===== config.mk =====
export PLATFORM = sky130hd
export DESIGN_NAME = three_axis_moving_average
export DESIGN_NICKNAME = d
export VERILOG_FILES = /design/src/design/tamavg_pkg.sv /design/src/design/tamavg_ram.sv /design/src/design/tamavg_lane.sv /design/src/design/three_axis_moving_average.sv
export SDC_FILE = /design/constraint.sdc
export NUM_CORES = 2
export LEC_CHECK = 0
export BUFFER_PORTS_ARGS = -buffer_cell sky130_fd_sc_hd__buf_2
export CORE_MARGIN = 10
export CORE_UTILIZATION = 40
export CTS_CLUSTER_DIAMETER = 80
export DETAILED_ROUTE_END_ITERATION = 10
export GPL_TIMING_DRIVEN = 0
export PLACE_DENSITY = 0.58
export SLEW_MARGIN = 40
export SYNTH_ARGS = -nofsm -noshare
export SYNTH_HDL_FRONTEND = slang
export SYNTH_SLANG_ARGS = --single-unit

===== constraint.sdc =====
create_clock -name clk -period 5.1 [get_ports clk]
set_input_delay 0.765 -clock clk [delete_from_list [all_inputs] [get_ports clk]]
set_output_delay 0.765 -clock clk [all_outputs]
set_load 0.01 [all_outputs]

===== src/design/tamavg_pkg.sv =====
// Package for the three-axis moving average: shared constants, state types
// and the lane control bundle. No dependencies.
`default_nettype none

package tamavg_pkg;

    localparam int DEF_WINDOW      = 20;
    localparam int DEF_SAMPLE_BITS = 16;
    localparam int AXIS_COUNT      = 3;

    localparam int APB_ADDR_W = 3;
    localparam int APB_DATA_W = 32;

    localparam logic REG_FILTER_ENABLE = 1'b0;

    typedef enum logic [1:0] {
        CTL_IDLE,
        CTL_RUN,
        CTL_HOLD
    } ctl_state_t;

    typedef enum logic [2:0] {
        LANE_IDLE,
        LANE_SUM,
        LANE_LOAD,
        LANE_DIV,
        LANE_DONE
    } lane_state_t;

    typedef struct packed {
        logic clear;
        logic start;
        logic full;
    } lane_ctrl_t;

endpackage

`default_nettype wire


===== src/design/tamavg_ram.sv =====
// Generic single-port RAM with registered read data.
// No dependencies.
`default_nettype none

module tamavg_ram #(
    parameter int WIDTH = 16,
    parameter int DEPTH = 20
) (
    input  wire logic                                clk,
    input  wire logic                                we,
    input  wire logic [(DEPTH > 1 ? $clog2(DEPTH) : 1)-1:0] addr,
    input  wire logic [WIDTH-1:0]                    wdata,
    output logic      [WIDTH-1:0]                    rdata
);

    logic [WIDTH-1:0] mem [DEPTH];

    always_ff @(posedge clk)
    begin
        if (we)
        begin
            mem[addr] <= wdata;
        end
        rdata <= mem[addr];
    end

endmodule

`default_nettype wire


===== src/design/tamavg_lane.sv =====
// One axis lane: sample ring in RAM, running sum and a bit-serial signed divider.
// Depends on tamavg_pkg and tamavg_ram.
`default_nettype none

module tamavg_lane
    import tamavg_pkg::*;
#(
    parameter int WINDOW      = DEF_WINDOW,
    parameter int SAMPLE_BITS = DEF_SAMPLE_BITS,
    parameter int SLOT_W      = (WINDOW > 1) ? $clog2(WINDOW) : 1,
    parameter int CNT_W       = $clog2(WINDOW + 1)
) (
    input  wire logic                          clk,
    input  wire logic                          rst_n,
    input  wire lane_ctrl_t                    ctrl,
    input  wire logic        [SLOT_W-1:0]      slot,
    input  wire logic        [CNT_W-1:0]       count,
    input  wire logic signed [SAMPLE_BITS-1:0] sample,
    output logic                               done,
    output logic signed      [SAMPLE_BITS-1:0] quotient
);

    localparam int SUM_W  = SAMPLE_BITS + CNT_W;
    localparam int STEP_W = $clog2(SUM_W + 1);

    lane_state_t state_reg, state_next;

    logic signed [SUM_W-1:0]       sum_reg;
    logic        [SUM_W-1:0]       quo_reg;
    logic        [CNT_W-1:0]       rem_reg;
    logic        [CNT_W-1:0]       count_reg;
    logic        [SLOT_W-1:0]      slot_reg;
    logic signed [SAMPLE_BITS-1:0] sample_reg;
    logic                          full_reg;
    logic                          neg_reg;
    logic        [STEP_W-1:0]      step_reg;

    logic        [SLOT_W-1:0]      ram_addr;
    logic                          ram_we;
    logic        [SAMPLE_BITS-1:0] ram_rdata;
    logic signed [SUM_W-1:0]       sample_ext;
    logic signed [SUM_W-1:0]       old_ext;
    logic        [CNT_W:0]         shifted;
    logic        [CNT_W:0]         diff;
    logic        [SAMPLE_BITS-1:0] quo_low;

    assign ram_addr = (state_reg == LANE_IDLE) ? slot : slot_reg;
    assign ram_we   = (state_reg == LANE_SUM);

    tamavg_ram #(
        .WIDTH (SAMPLE_BITS),
        .DEPTH (WINDOW)
    ) u_ring (
        .clk   (clk),
        .we    (ram_we),
        .addr  (ram_addr),
        .wdata (sample_reg),
        .rdata (ram_rdata)
    );

    assign sample_ext = {{(SUM_W - SAMPLE_BITS){sample_reg[SAMPLE_BITS-1]}}, sample_reg};
    assign old_ext    = full_reg ? {{(SUM_W - SAMPLE_BITS){ram_rdata[SAMPLE_BITS-1]}}, ram_rdata}
                                 : '0;
    assign shifted    = {rem_reg, quo_reg[SUM_W-1]};
    assign diff       = shifted - {1'b0, count_reg};
    assign quo_low    = quo_reg[SAMPLE_BITS-1:0];
    assign quotient   = neg_reg ? -quo_low : quo_low;

    always_comb
    begin
        state_next = state_reg;
        done       = 1'b0;
        case (state_reg)
            LANE_IDLE:
            begin
                if (ctrl.start)
                begin
                    state_next = LANE_SUM;
                end
            end
            LANE_SUM:
            begin
                state_next = LANE_LOAD;
            end
            LANE_LOAD:
            begin
                state_next = LANE_DIV;
            end
            LANE_DIV:
            begin
                if (step_reg == STEP_W'(1))
                begin
                    state_next = LANE_DONE;
                end
            end
            LANE_DONE:
            begin
                done       = 1'b1;
                state_next = LANE_IDLE;
            end
            default:
            begin
                state_next = LANE_IDLE;
            end
        endcase
    end

    always_ff @(posedge clk or negedge rst_n)
    begin
        if (!rst_n)
        begin
            state_reg <= LANE_IDLE;
            sum_reg   <= '0;
        end
        else
        begin
            state_reg <= state_next;
            if (ctrl.clear)
            begin
                sum_reg <= '0;
            end
            else if (state_reg == LANE_SUM)
            begin
                sum_reg <= sum_reg - old_ext + sample_ext;
            end
        end
    end

    always_ff @(posedge clk)
    begin
        case (state_reg)
            LANE_IDLE:
            begin
                slot_reg   <= slot;
                count_reg  <= count;
                sample_reg <= sample;
                full_reg   <= ctrl.full;
            end
            LANE_LOAD:
            begin
                neg_reg  <= sum_reg[SUM_W-1];
                quo_reg  <= sum_reg[SUM_W-1] ? -sum_reg : sum_reg;
                rem_reg  <= '0;
                step_reg <= STEP_W'(SUM_W);
            end
            LANE_DIV:
            begin
                step_reg <= step_reg - STEP_W'(1);
                if (!diff[CNT_W])
                begin
                    rem_reg <= diff[CNT_W-1:0];
                    quo_reg <= {quo_reg[SUM_W-2:0], 1'b1};
                end
                else
                begin
                    rem_reg <= shifted[CNT_W-1:0];
                    quo_reg <= {quo_reg[SUM_W-2:0], 1'b0};
                end
            end
            default:
            begin
            end
        endcase
    end

endmodule

`default_nettype wire


===== src/design/three_axis_moving_average.sv =====
// Top level of the three-axis moving average: APB register, sample sequencing,
// the three axis lanes and the output register. Depends on tamavg_pkg and tamavg_lane.
//
// Each accepted sample is averaged per axis over the last WINDOW samples (fewer
// during warm-up), with each mean truncated toward zero. A filtered sample keeps
// the block busy until every lane has divided its running sum by the held count,
// one quotient bit per cycle. With the filter disabled a sample is copied to the
// result register without division and the history is not touched. Writing 1
// to the enable register at address 0 empties the history at once; no clearing
// pass is needed. A result waits in the output register while the next sample
// is taken in.
`default_nettype none

module three_axis_moving_average
    import tamavg_pkg::*;
#(
    parameter int WINDOW      = DEF_WINDOW,
    parameter int SAMPLE_BITS = DEF_SAMPLE_BITS
) (
    input  wire logic                          clk,
    input  wire logic                          rst_n,

    input  wire logic                          psel,
    input  wire logic                          penable,
    input  wire logic                          pwrite,
    input  wire logic        [APB_ADDR_W-1:0]  paddr,
    input  wire logic        [APB_DATA_W-1:0]  pwdata,
    output logic             [APB_DATA_W-1:0]  prdata,
    output logic                               pready,

    input  wire logic                          in_valid,
    output logic                               in_ready,
    input  wire logic signed [SAMPLE_BITS-1:0] accel_x_in,
    input  wire logic signed [SAMPLE_BITS-1:0] accel_y_in,
    input  wire logic signed [SAMPLE_BITS-1:0] accel_z_in,

    output logic                               out_valid,
    input  wire logic                          out_ready,
    output logic signed      [SAMPLE_BITS-1:0] accel_x_out,
    output logic signed      [SAMPLE_BITS-1:0] accel_y_out,
    output logic signed      [SAMPLE_BITS-1:0] accel_z_out
);

    localparam int SLOT_W = (WINDOW > 1) ? $clog2(WINDOW) : 1;
    localparam int CNT_W  = $clog2(WINDOW + 1);

    ctl_state_t state_reg, state_next;

    logic                   enable_reg;
    logic [CNT_W-1:0]       held_reg;
    logic [SLOT_W-1:0]      oldest_reg;
    logic                   out_valid_reg;

    logic signed [SAMPLE_BITS-1:0] res_reg  [AXIS_COUNT];
    logic signed [SAMPLE_BITS-1:0] sample_in [AXIS_COUNT];
    logic signed [SAMPLE_BITS-1:0] lane_quo [AXIS_COUNT];
    logic        [AXIS_COUNT-1:0]  lane_done;

    logic              cfg_write;
    logic              cfg_hit;
    logic              accept;
    logic              out_free;
    logic              full;
    logic [SLOT_W-1:0] slot;
    logic [CNT_W-1:0]  count;
    logic              res_load_in;
    logic              res_load_lane;
    logic              out_load;
    lane_ctrl_t        lane_ctrl;

    assign pready    = 1'b1;
    assign cfg_write = psel && penable && pwrite;
    assign cfg_hit   = (paddr[2] == REG_FILTER_ENABLE);
    assign prdata    = cfg_hit ? {{(APB_DATA_W - 1){1'b0}}, enable_reg} : '0;

    assign accept   = in_valid && in_ready;
    assign out_free = !out_valid_reg || out_ready;
    assign full     = (held_reg == CNT_W'(WINDOW));
    assign slot     = full ? oldest_reg : held_reg[SLOT_W-1:0];
    assign count    = full ? CNT_W'(WINDOW) : held_reg + CNT_W'(1);

    assign lane_ctrl.clear = cfg_write && cfg_hit && pwdata[0];
    assign lane_ctrl.start = accept && enable_reg;
    assign lane_ctrl.full  = full;

    assign sample_in[0] = accel_x_in;
    assign sample_in[1] = accel_y_in;
    assign sample_in[2] = accel_z_in;

    for (genvar a = 0; a < AXIS_COUNT; a++)
    begin : g_lane
        tamavg_lane #(
            .WINDOW      (WINDOW),
            .SAMPLE_BITS (SAMPLE_BITS),
            .SLOT_W      (SLOT_W),
            .CNT_W       (CNT_W)
        ) u_lane (
            .clk      (clk),
            .rst_n    (rst_n),
            .ctrl     (lane_ctrl),
            .slot     (slot),
            .count    (count),
            .sample   (sample_in[a]),
            .done     (lane_done[a]),
            .quotient (lane_quo[a])
        );
    end

    always_comb
    begin
        state_next    = state_reg;
        in_ready      = 1'b0;
        res_load_in   = 1'b0;
        res_load_lane = 1'b0;
        out_load      = 1'b0;
        case (state_reg)
            CTL_IDLE:
            begin
                in_ready = 1'b1;
                if (in_valid)
                begin
                    if (enable_reg)
                    begin
                        state_next = CTL_RUN;
                    end
                    else
                    begin
                        res_load_in = 1'b1;
                        state_next  = CTL_HOLD;
                    end
                end
            end
            CTL_RUN:
            begin
                if (&lane_done)
                begin
                    res_load_lane = 1'b1;
                    state_next    = CTL_HOLD;
                end
            end
            CTL_HOLD:
            begin
                if (out_free)
                begin
                    out_load   = 1'b1;
                    state_next = CTL_IDLE;
                end
            end
            default:
            begin
                state_next = CTL_IDLE;
            end
        endcase
    end

    always_ff @(posedge clk or negedge rst_n)
    begin
        if (!rst_n)
        begin
            state_reg     <= CTL_IDLE;
            enable_reg    <= 1'b0;
            held_reg      <= '0;
            oldest_reg    <= '0;
            out_valid_reg <= 1'b0;
        end
        else
        begin
            state_reg <= state_next;
            if (cfg_write && cfg_hit)
            begin
                enable_reg <= pwdata[0];
                if (pwdata[0])
                begin
                    held_reg   <= '0;
                    oldest_reg <= '0;
                end
            end
            else if (lane_ctrl.start)
            begin
                if (!full)
                begin
                    held_reg <= held_reg + CNT_W'(1);
                end
                else if (oldest_reg == SLOT_W'(WINDOW - 1))
                begin
                    oldest_reg <= '0;
                end
                else
                begin
                    oldest_reg <= oldest_reg + SLOT_W'(1);
                end
            end
            if (out_load)
            begin
                out_valid_reg <= 1'b1;
            end
            else if (out_ready)
            begin
                out_valid_reg <= 1'b0;
            end
        end
    end

    always_ff @(posedge clk)
    begin
        for (int a = 0; a < AXIS_COUNT; a++)
        begin
            if (res_load_in)
            begin
                res_reg[a] <= sample_in[a];
            end
            else if (res_load_lane)
            begin
                res_reg[a] <= lane_quo[a];
            end
        end
        if (out_load)
        begin
            accel_x_out <= res_reg[0];
            accel_y_out <= res_reg[1];
            accel_z_out <= res_reg[2];
        end
    end

    assign out_valid = out_valid_reg;

endmodule

`default_nettype wire

# Word-level counts from Yosys, hierarchy flattened
# Memories as Yosys holds them, arrays and structs flattened. A register that Yosys moved wholly into a read port is not among the register bits.
# Index checks and enable logic that the tools add are counted.
[op_classes]
addsub = 20
n_eq_ne = 30
n_bitwise = 4
muxes = 83
n_reduce_logical = 28
[op_table]
columns = ["op", "count"]
rows = [
  ["$mux W21", 12],
  ["$pmux W21 S2", 3],
  ["$mux W16", 6],
  ["$mux W5", 16],
  ["$add A21 B16 Y21", 3],
  ["$neg A21 Y21", 3],
  ["$sub A21 B21 Y21", 3],
  ["$pmux W5 S2", 6],
  ["$neg A16 Y16", 3],
  ["$pmux W3 S4", 3],
  ["$mux W1", 28],
  ["$eq A3 B2 Y1 const B", 6],
  ["$reduce_bool A2 Y1", 9],
  ["$sub A6 B5 Y6", 3],
  ["$eq A5 B1 Y1 const B", 3],
  ["$sub A5 B1 Y5 const B", 3],
  ["$mux W3", 4],
  ["$ne A2 B2 Y1 const B", 6],
  ["$reduce_and A3 Y1", 4],
  ["$add A5 B1 Y5 const B", 2],
  ["$eq A5 B5 Y1 const B", 2],
  ["$ne A2 B1 Y1 const B", 5],
  ["$eq A3 B1 Y1 const B", 3],
  ["$eq A3 B3 Y1 const B", 3],
  ["12 further kinds", 26],
]
[word_totals]
inputBits = 90
out_inout_bits = 83
ram_bits = 1008
memories = 4
elab_cells = 204
register_bits = 263
[memory_table]
columns = ["memory", "depth", "word_bits", "read_ports", "rd_ports_with_merged_regs", "wr", "line", "rtl"]
rows = [
  ["g_lane[0].u_lane.u_ring.mem", 20, 16, 1, 1, 1, "tamavg_ram.sv:16", "logic [WIDTH-1:0] mem [DEPTH];"],
  ["g_lane[1].u_lane.u_ring.mem", 20, 16, 1, 1, 1, "tamavg_ram.sv:16", ""],
  ["g_lane[2].u_lane.u_ring.mem", 20, 16, 1, 1, 1, "tamavg_ram.sv:16", ""],
  ["res_reg", 3, 16, 3, 3, 3, "three_axis_moving_average.sv:54", "logic signed [SAMPLE_BITS-1:0] res_reg [AXIS_COUNT];"],
]

# Longest topological paths before layout
[logic_depth]
ltp_word = 9
depth_mapped = 15

# Cells and area by module
# Synthesis repeated with hierarchy kept, for this count alone.
[hier_totals]
cells_unflattened = 4205
area_unflattened_um2 = 60469.2
[by_module_without_submodules]
columns = ["mod", "n_inst", "area_each_um2", "cells_per_inst"]
rows = [
  ["tamavg_ram (g_lane[1].u_lane.u_ring ...)", 2, 12768.5, 679],
  ["tamavg_ram (g_lane[0].u_lane.u_ring)", 1, 12766.0, 679],
  ["tamavg_lane (g_lane[0].u_lane)", 1, 5898.2, 632],
  ["tamavg_lane (g_lane[1].u_lane)", 1, 5874.4, 623],
  ["tamavg_lane (g_lane[2].u_lane)", 1, 5821.8, 629],
  ["three_axis_moving_average", 1, 4571.9, 284],
]

# Worst setup path before layout
# Ideal clock, no wire load.
[synth_timing]
kind = "reg2reg"
start = "register g_lane[2].u_lane.state_reg[1]"
end = "memory g_lane[2].u_lane.u_ring.mem[19][0], enable pin"
arrival_ps = 3420
setup_time_ps = 388
setup_slack_ps = 1291
stages_incl_launch_ff = 10
t_required_ps = 4712
path_buffers = 3
cell_sequence = "dfrtp_1 -> or3_1 -> clkbuf_1 -> inv_1 -> clkbuf_1 -> clkbuf_1 -> nor2_1 -> a21oi_1 -> nand3_1 -> nor2_1"
[synth_via]
word_cells_on_any_way = 5
classes_between = "eq/ne (1); mux (3); reduce/logical (1)"
[synth_rtl]
columns = ["element", "line", "rtl"]
rows = [
  ["start, declared", "tamavg_lane.sv:26", "lane_state_t state_reg, state_next;"],
  ["start signal, assigned", "tamavg_lane.sv:117", "state_reg <= state_next;"],
  ["$logic_not A3 Y1", "tamavg_lane.sv:47", "assign ram_addr = (state_reg == LANE_IDLE) ? slot : slot_reg;"],
  ["$mux W5", "tamavg_lane.sv:47", ""],
  ["named net g_lane[2].u_lane.ram_addr[1]", "tamavg_lane.sv:38", "logic [SLOT_W-1:0] ram_addr;"],
  ["end, declared", "tamavg_ram.sv:16", ""],
]
# The timed path passes the listed nets, and every way through them passes these cells.

# Worst setup path in the final report
[layout_timing]
start = "register held_reg[0]"
end = "register g_lane[2].u_lane.u_ring.rdata[8] (read register of g_lane[2].u_lane.u_ring.mem)"
[layout_via]
elab_chain_len = 3
[layout_rtl]
columns = ["element", "line", "rtl"]
rows = [
  ["start, declared", "three_axis_moving_average.sv:50", "logic [CNT_W-1:0] held_reg;"],
  ["start signal, assigned", "three_axis_moving_average.sv:182", "held_reg <= held_reg + CNT_W'(1);"],
  ["$eq A5 B5 Y1", "three_axis_moving_average.sv:78", "assign full = (held_reg == CNT_W'(WINDOW));"],
  ["$mux W5 *", "three_axis_moving_average.sv:79", "assign slot = full ? oldest_reg : held_reg[SLOT_W-1:0];"],
  ["$mux W5 *", "tamavg_lane.sv:47", ""],
  ["end, declared", "tamavg_ram.sv:13", "output logic [WIDTH-1:0] rdata"],
]
# Mark *: on every way between the ends. The rest lies on a longest branch, timed or not.
# A chain may end at the register's enable or synchronous reset.

==> results.md <==
* Run status: finished clean
* Full die area at 0.172 mm2
* Largest area contributor in the netlist: sky130_fd_sc_hd__edfxtp_1
* Switch Pwr at 17.6 mW
* H-Tree Depth at 4
* Max FFs per register at 960
* Die Height at approximately 410 um
* Post-synthesis to final-layout area growth at 16.3%
* Core outline area at approximately 0.15 mm2
* Clock tree root driver cell: sky130_fd_sc_hd__clkbuf_16
* Clock edge transition at the registers on the reported setup and hold paths at 0.06 ns
* HPWL after detailed placement at around 140000 um
* Ranking of synthesized cells by instance count: 1218 x sky130_fd_sc_hd__edfxtp_1, 346 x sky130_fd_sc_hd__nand2_1, 334 x sky130_fd_sc_hd__a21oi_1
* Weighted congestion at the end of routability-driven global placement at roughly 0.9
* Worst-case hold path end point: g_lane[0].u_lane.sample_reg[3]$_DFFE_PN_
* Share of total power in the clock network at between 20% and 30%
* Startpoint of the worst-slack reg-to-reg timing path: held_reg[0]$_DFFE_PN0P_
* Hold Vio Cnt, Final at 0
* Worst endpoint data arrival time at around 5.7 ns
* Wire length of the first global-routing pass at approximately 280000 um
* Total global routing track utilization at between 20 and 25%
* Maximum VDD drop at ~0.33 mV
* NumNets Final at 5377
* Final cell area excluding filler cells at just over 0.07 mm2
* Sequential area share after synthesis at between 60% and 70%
* Detailed-routing iteration count for the pre-antenna-repair pass at 9
* Synth Register Bits at 1367
* Vias in the first global route at 41808
* Cell mode on critical path: sky130_fd_sc_hd__clkbuf_1
* Initial Util at about two fifths
* Internal power summed over all cells at roughly 27 mW
* Cell count of the worst hold path at 1
* Max-cap violation count at 0
* FF-to-FF path depth at 14
* Leakage power at 25.4 nW
* Combinational share of power at between 40 and 50%
* Worst-case register-to-register setup slack at ~0.12 ns
* I/O Pins at 173
* Count leader, synth: sky130_fd_sc_hd__edfxtp_1
* Largest net degree at the start of global routing at about 60
* Number of instances in the placed design at between 7000 and 8000
* Chip width at just over 400 um
* Unrepaired setup endpoints after global routing: false
* Endpoint of the worst register-to-register path: g_lane[2].u_lane.u_ring.rdata[8]$_DFF_P_
* Final Cycle Share at a little over nine tenths
* Synthesis warning total at 0
* Maximum buffer depth of the clock tree at 3
* Sinks on Clock Net at ~1400
* Worst Clk Skew at between 0.05 and 0.06 ns
* Required @ worst endpoint at ~5.8 ns
* Biggest cell delay along the critical path at ~0.63 ns
* FFs w/ async S/R, synth at around 6.3%
* Dominant cells by area after synthesis: sky130_fd_sc_hd__edfxtp_1 59%, sky130_fd_sc_hd__dfrtp_1 3.5%, sky130_fd_sc_hd__a21oi_1 2.7%, sky130_fd_sc_hd__a22oi_1 2.2%, sky130_fd_sc_hd__nand2_1 2.1%
* Sw Ratio at 39.3%
* Worst Tran Pin Value at between 0.9 and 1 ns
* Vias per Instance at approximately 5.9
* Number of slew-limit violations in the final report at 0
* Number of flops mapped to enable cells by yosys at 1218
* Vias at around 43000
* DRC viols at 0
* Synthesized instance count at 4741
* Average detailed-routed wire length per instance at 26.6 um
* Worst Hold Class: in -> reg
* Flip-flop cell with the highest count after synthesis: sky130_fd_sc_hd__edfxtp_1
* Slew margin rel. at between 30 and 40%
* Number of distinct standard cells referenced by the synthesized netlist at 73
* Routed wire length at ~200000 um
* Post-route insts no fill at between 7000 and 8000
* Pwr per Cell Area at just over 600 mW/mm2
* Worst hold path startpoint: accel_x_in[3]
* Antenna violation net count after detailed routing at 0
* Skew-Pair Late Insertion Delay at just over 0.8 ns
* IO Port Bufs at roughly 110
* Synthesized area per cell at 13.1 um2
* Slowest library cell on the worst path: sky130_fd_sc_hd__mux2i_2
* Gr ovfl total at 0
* CTS tree: yes
* Critical path cell sequence: clkbuf_1 > inv_1 > ha_1 > nand4b_4 > buf_6 > mux2i_2 > and2_1 > clkbuf_1 > a31o_2 > clkbuf_1 > buf_1 > a221oi_1 > o22ai_1 > or4_1
* Critical Setup Path Class: reg -> reg
* Standard-cell rows at 144
* CTS Buf Count at between 100 and 150
* CP Max Fanout at 10
* Post-synth design cell area at approximately 0.062 mm2
* Top-area cell type share of the netlist area at approximately three fifths
* Initial antenna violation count at 11
* Final period demand of the worst path at 4.98 ns
* Share of cells above drive strength 1 at between 10% and 20%
* Crit path capture type: flop
* Maximum operating frequency at 201 MHz
* Total cell area at the placement stage at between 0.06 and 0.07 mm2
* Layout Utilization at a little under half
* Sequential cell fraction of total power at 33.9%
* CP Launch Type: flop
* Total power at 44.7 mW
* Initial detailed-routing violation count at 5726
* Final setup viols at 0
[power by group through the flow]
stage	sequential [mW]	clock (mW)	combinational, mW
floorplan	15.1	0	12.3
global placement	15.6	0	17.6
detailed placement	15.4	0	18.4
CTS	15.2	10.8	18.6
global route	15.3	11.2	20.5
finish	15.2	10.7	18.9
[worst max-delay path: cells and delay by family (launching register included)]
kind | cells | cell delay, ns
AND/OR/NAND/NOR | 3 | 0.55
AO/OA/AOI/OAI | 3 | 1.06
multiplexers | 1 | 0.63
flip-flops | 1 | 0.34
adder cells (fa/ha/maj) | 1 | 0.31
buffers and inverters | 6 | 2.00
[cells in the final DEF, fill, tap and decap left out, types with 35 or more instances in the layout]
master,n
sky130_fd_sc_hd__ha_1,96
sky130_fd_sc_hd__a31oi_1,88
sky130_fd_sc_hd__dfxtp_1,63
sky130_fd_sc_hd__buf_6,53
sky130_fd_sc_hd__edfxtp_1,1218
sky130_fd_sc_hd__o21ai_0,206
sky130_fd_sc_hd__o31ai_1,35
sky130_fd_sc_hd__nor2_1,201
sky130_fd_sc_hd__nand3_1,52
sky130_fd_sc_hd__mux2_2,76
sky130_fd_sc_hd__a21oi_1,332
sky130_fd_sc_hd__xnor2_1,102
sky130_fd_sc_hd__mux4_2,52
sky130_fd_sc_hd__a22o_1,62
sky130_fd_sc_hd__clkbuf_16,152
sky130_fd_sc_hd__clkbuf_1,258
sky130_fd_sc_hd__or4_1,60
sky130_fd_sc_hd__and2_1,70
sky130_fd_sc_hd__a221oi_1,118
sky130_fd_sc_hd__o22ai_1,51
sky130_fd_sc_hd__nor2_4,62
sky130_fd_sc_hd__inv_1,285
sky130_fd_sc_hd__mux2i_1,52
sky130_fd_sc_hd__dfrtp_1,86
sky130_fd_sc_hd__buf_8,35
sky130_fd_sc_hd__a222oi_1,94
sky130_fd_sc_hd__xor2_1,60
sky130_fd_sc_hd__a22oi_1,181
sky130_fd_sc_hd__buf_2,120
sky130_fd_sc_hd__fa_1,63
sky130_fd_sc_hd__nand2_1,346
[worst max-delay path by stage]
stage / startpoint / endpoint / depth (start not counted)
2_1_floorplan: g_lane[2].u_lane.state_reg[1]$_DFFE_PN0P_ / g_lane[2].u_lane.u_ring.mem[19][0]$_DFFE_PP_ / 9
3_3_place_gp: g_lane[2].u_lane.state_reg[0]$_DFFE_PN0P_ / res_reg[0][5]$_DFFE_PP_ / 5
3_5_place_dp: held_reg[0]$_DFFE_PN0P_ / g_lane[1].u_lane.u_ring.rdata[6]$_DFF_P_ / 14
4_1_cts: held_reg[0]$_DFFE_PN0P_ / g_lane[1].u_lane.u_ring.rdata[6]$_DFF_P_ / 14
5_1_grt: held_reg[0]$_DFFE_PN0P_ / g_lane[2].u_lane.u_ring.rdata[10]$_DFF_P_ / 16
6_report: held_reg[0]$_DFFE_PN0P_ / g_lane[2].u_lane.u_ring.rdata[8]$_DFF_P_ / 14
[per-layer routing]
layer  part of all wire [%]  vias to the layer above  global-route usage, %
met5                 0.0077                        -                      0
met4                    4.8                        2                   9.66
met3                    7.2                      392                   3.40
met2                     49                     1999                   36.8
met1                     39                    21529                   27.5
li1                       -                    18953                      -
[kinds of logic (layout without fill, tap and decap cells)]
logic type | Yosys count | after routing | synth area share [%]
AND/OR/NAND/NOR | 953 | 953 | 7.21
flip-flops | 1367 | 1367 | 64.2
other | 2 | 45 | 0.0121
buffers and inverters | 605 | 1078 | 3.91
XOR/XNOR | 165 | 165 | 2.32
AO/OA/AOI/OAI | 1304 | 1304 | 14.2
multiplexers | 186 | 186 | 4.19
adder cells (fa/ha/maj) | 159 | 159 | 3.95
[repair_timing]
action                                  in CTS  in global routing
endpoints found under the hold margin       26                  0
gates resized for setup                      0                  1
setup buffers                                0                  0
hold buffers                                 1                  0
endpoints found under the setup margin       0                 11
[layout make-up]
cell class	instances	area (um2)
Sequential cell	1367	40000
Antenna cell	13	32.5
Fill cell	13542	82000
Timing Repair Buffer	211	2090
Inverter	287	1080
Clock buffer	193	4030
Tap cell	2044	2560
Buffer	317	1400
Clock inverter	70	736
Multi-Input combinational cell	2799	20500
[per-stage QoR]
step	hold WS (ns)	setup TNS, ns	worst slack [ns]
global placement	0.403	-394.88	-1.21
CTS	0.105	0	0.159
detailed placement	0.405	0	0.194
floorplan	0.400	0	1.29
global route	0.135	0	0.0244
finish	0.159	0	0.115
No activity file was read; power rests on OpenSTA's default activity.
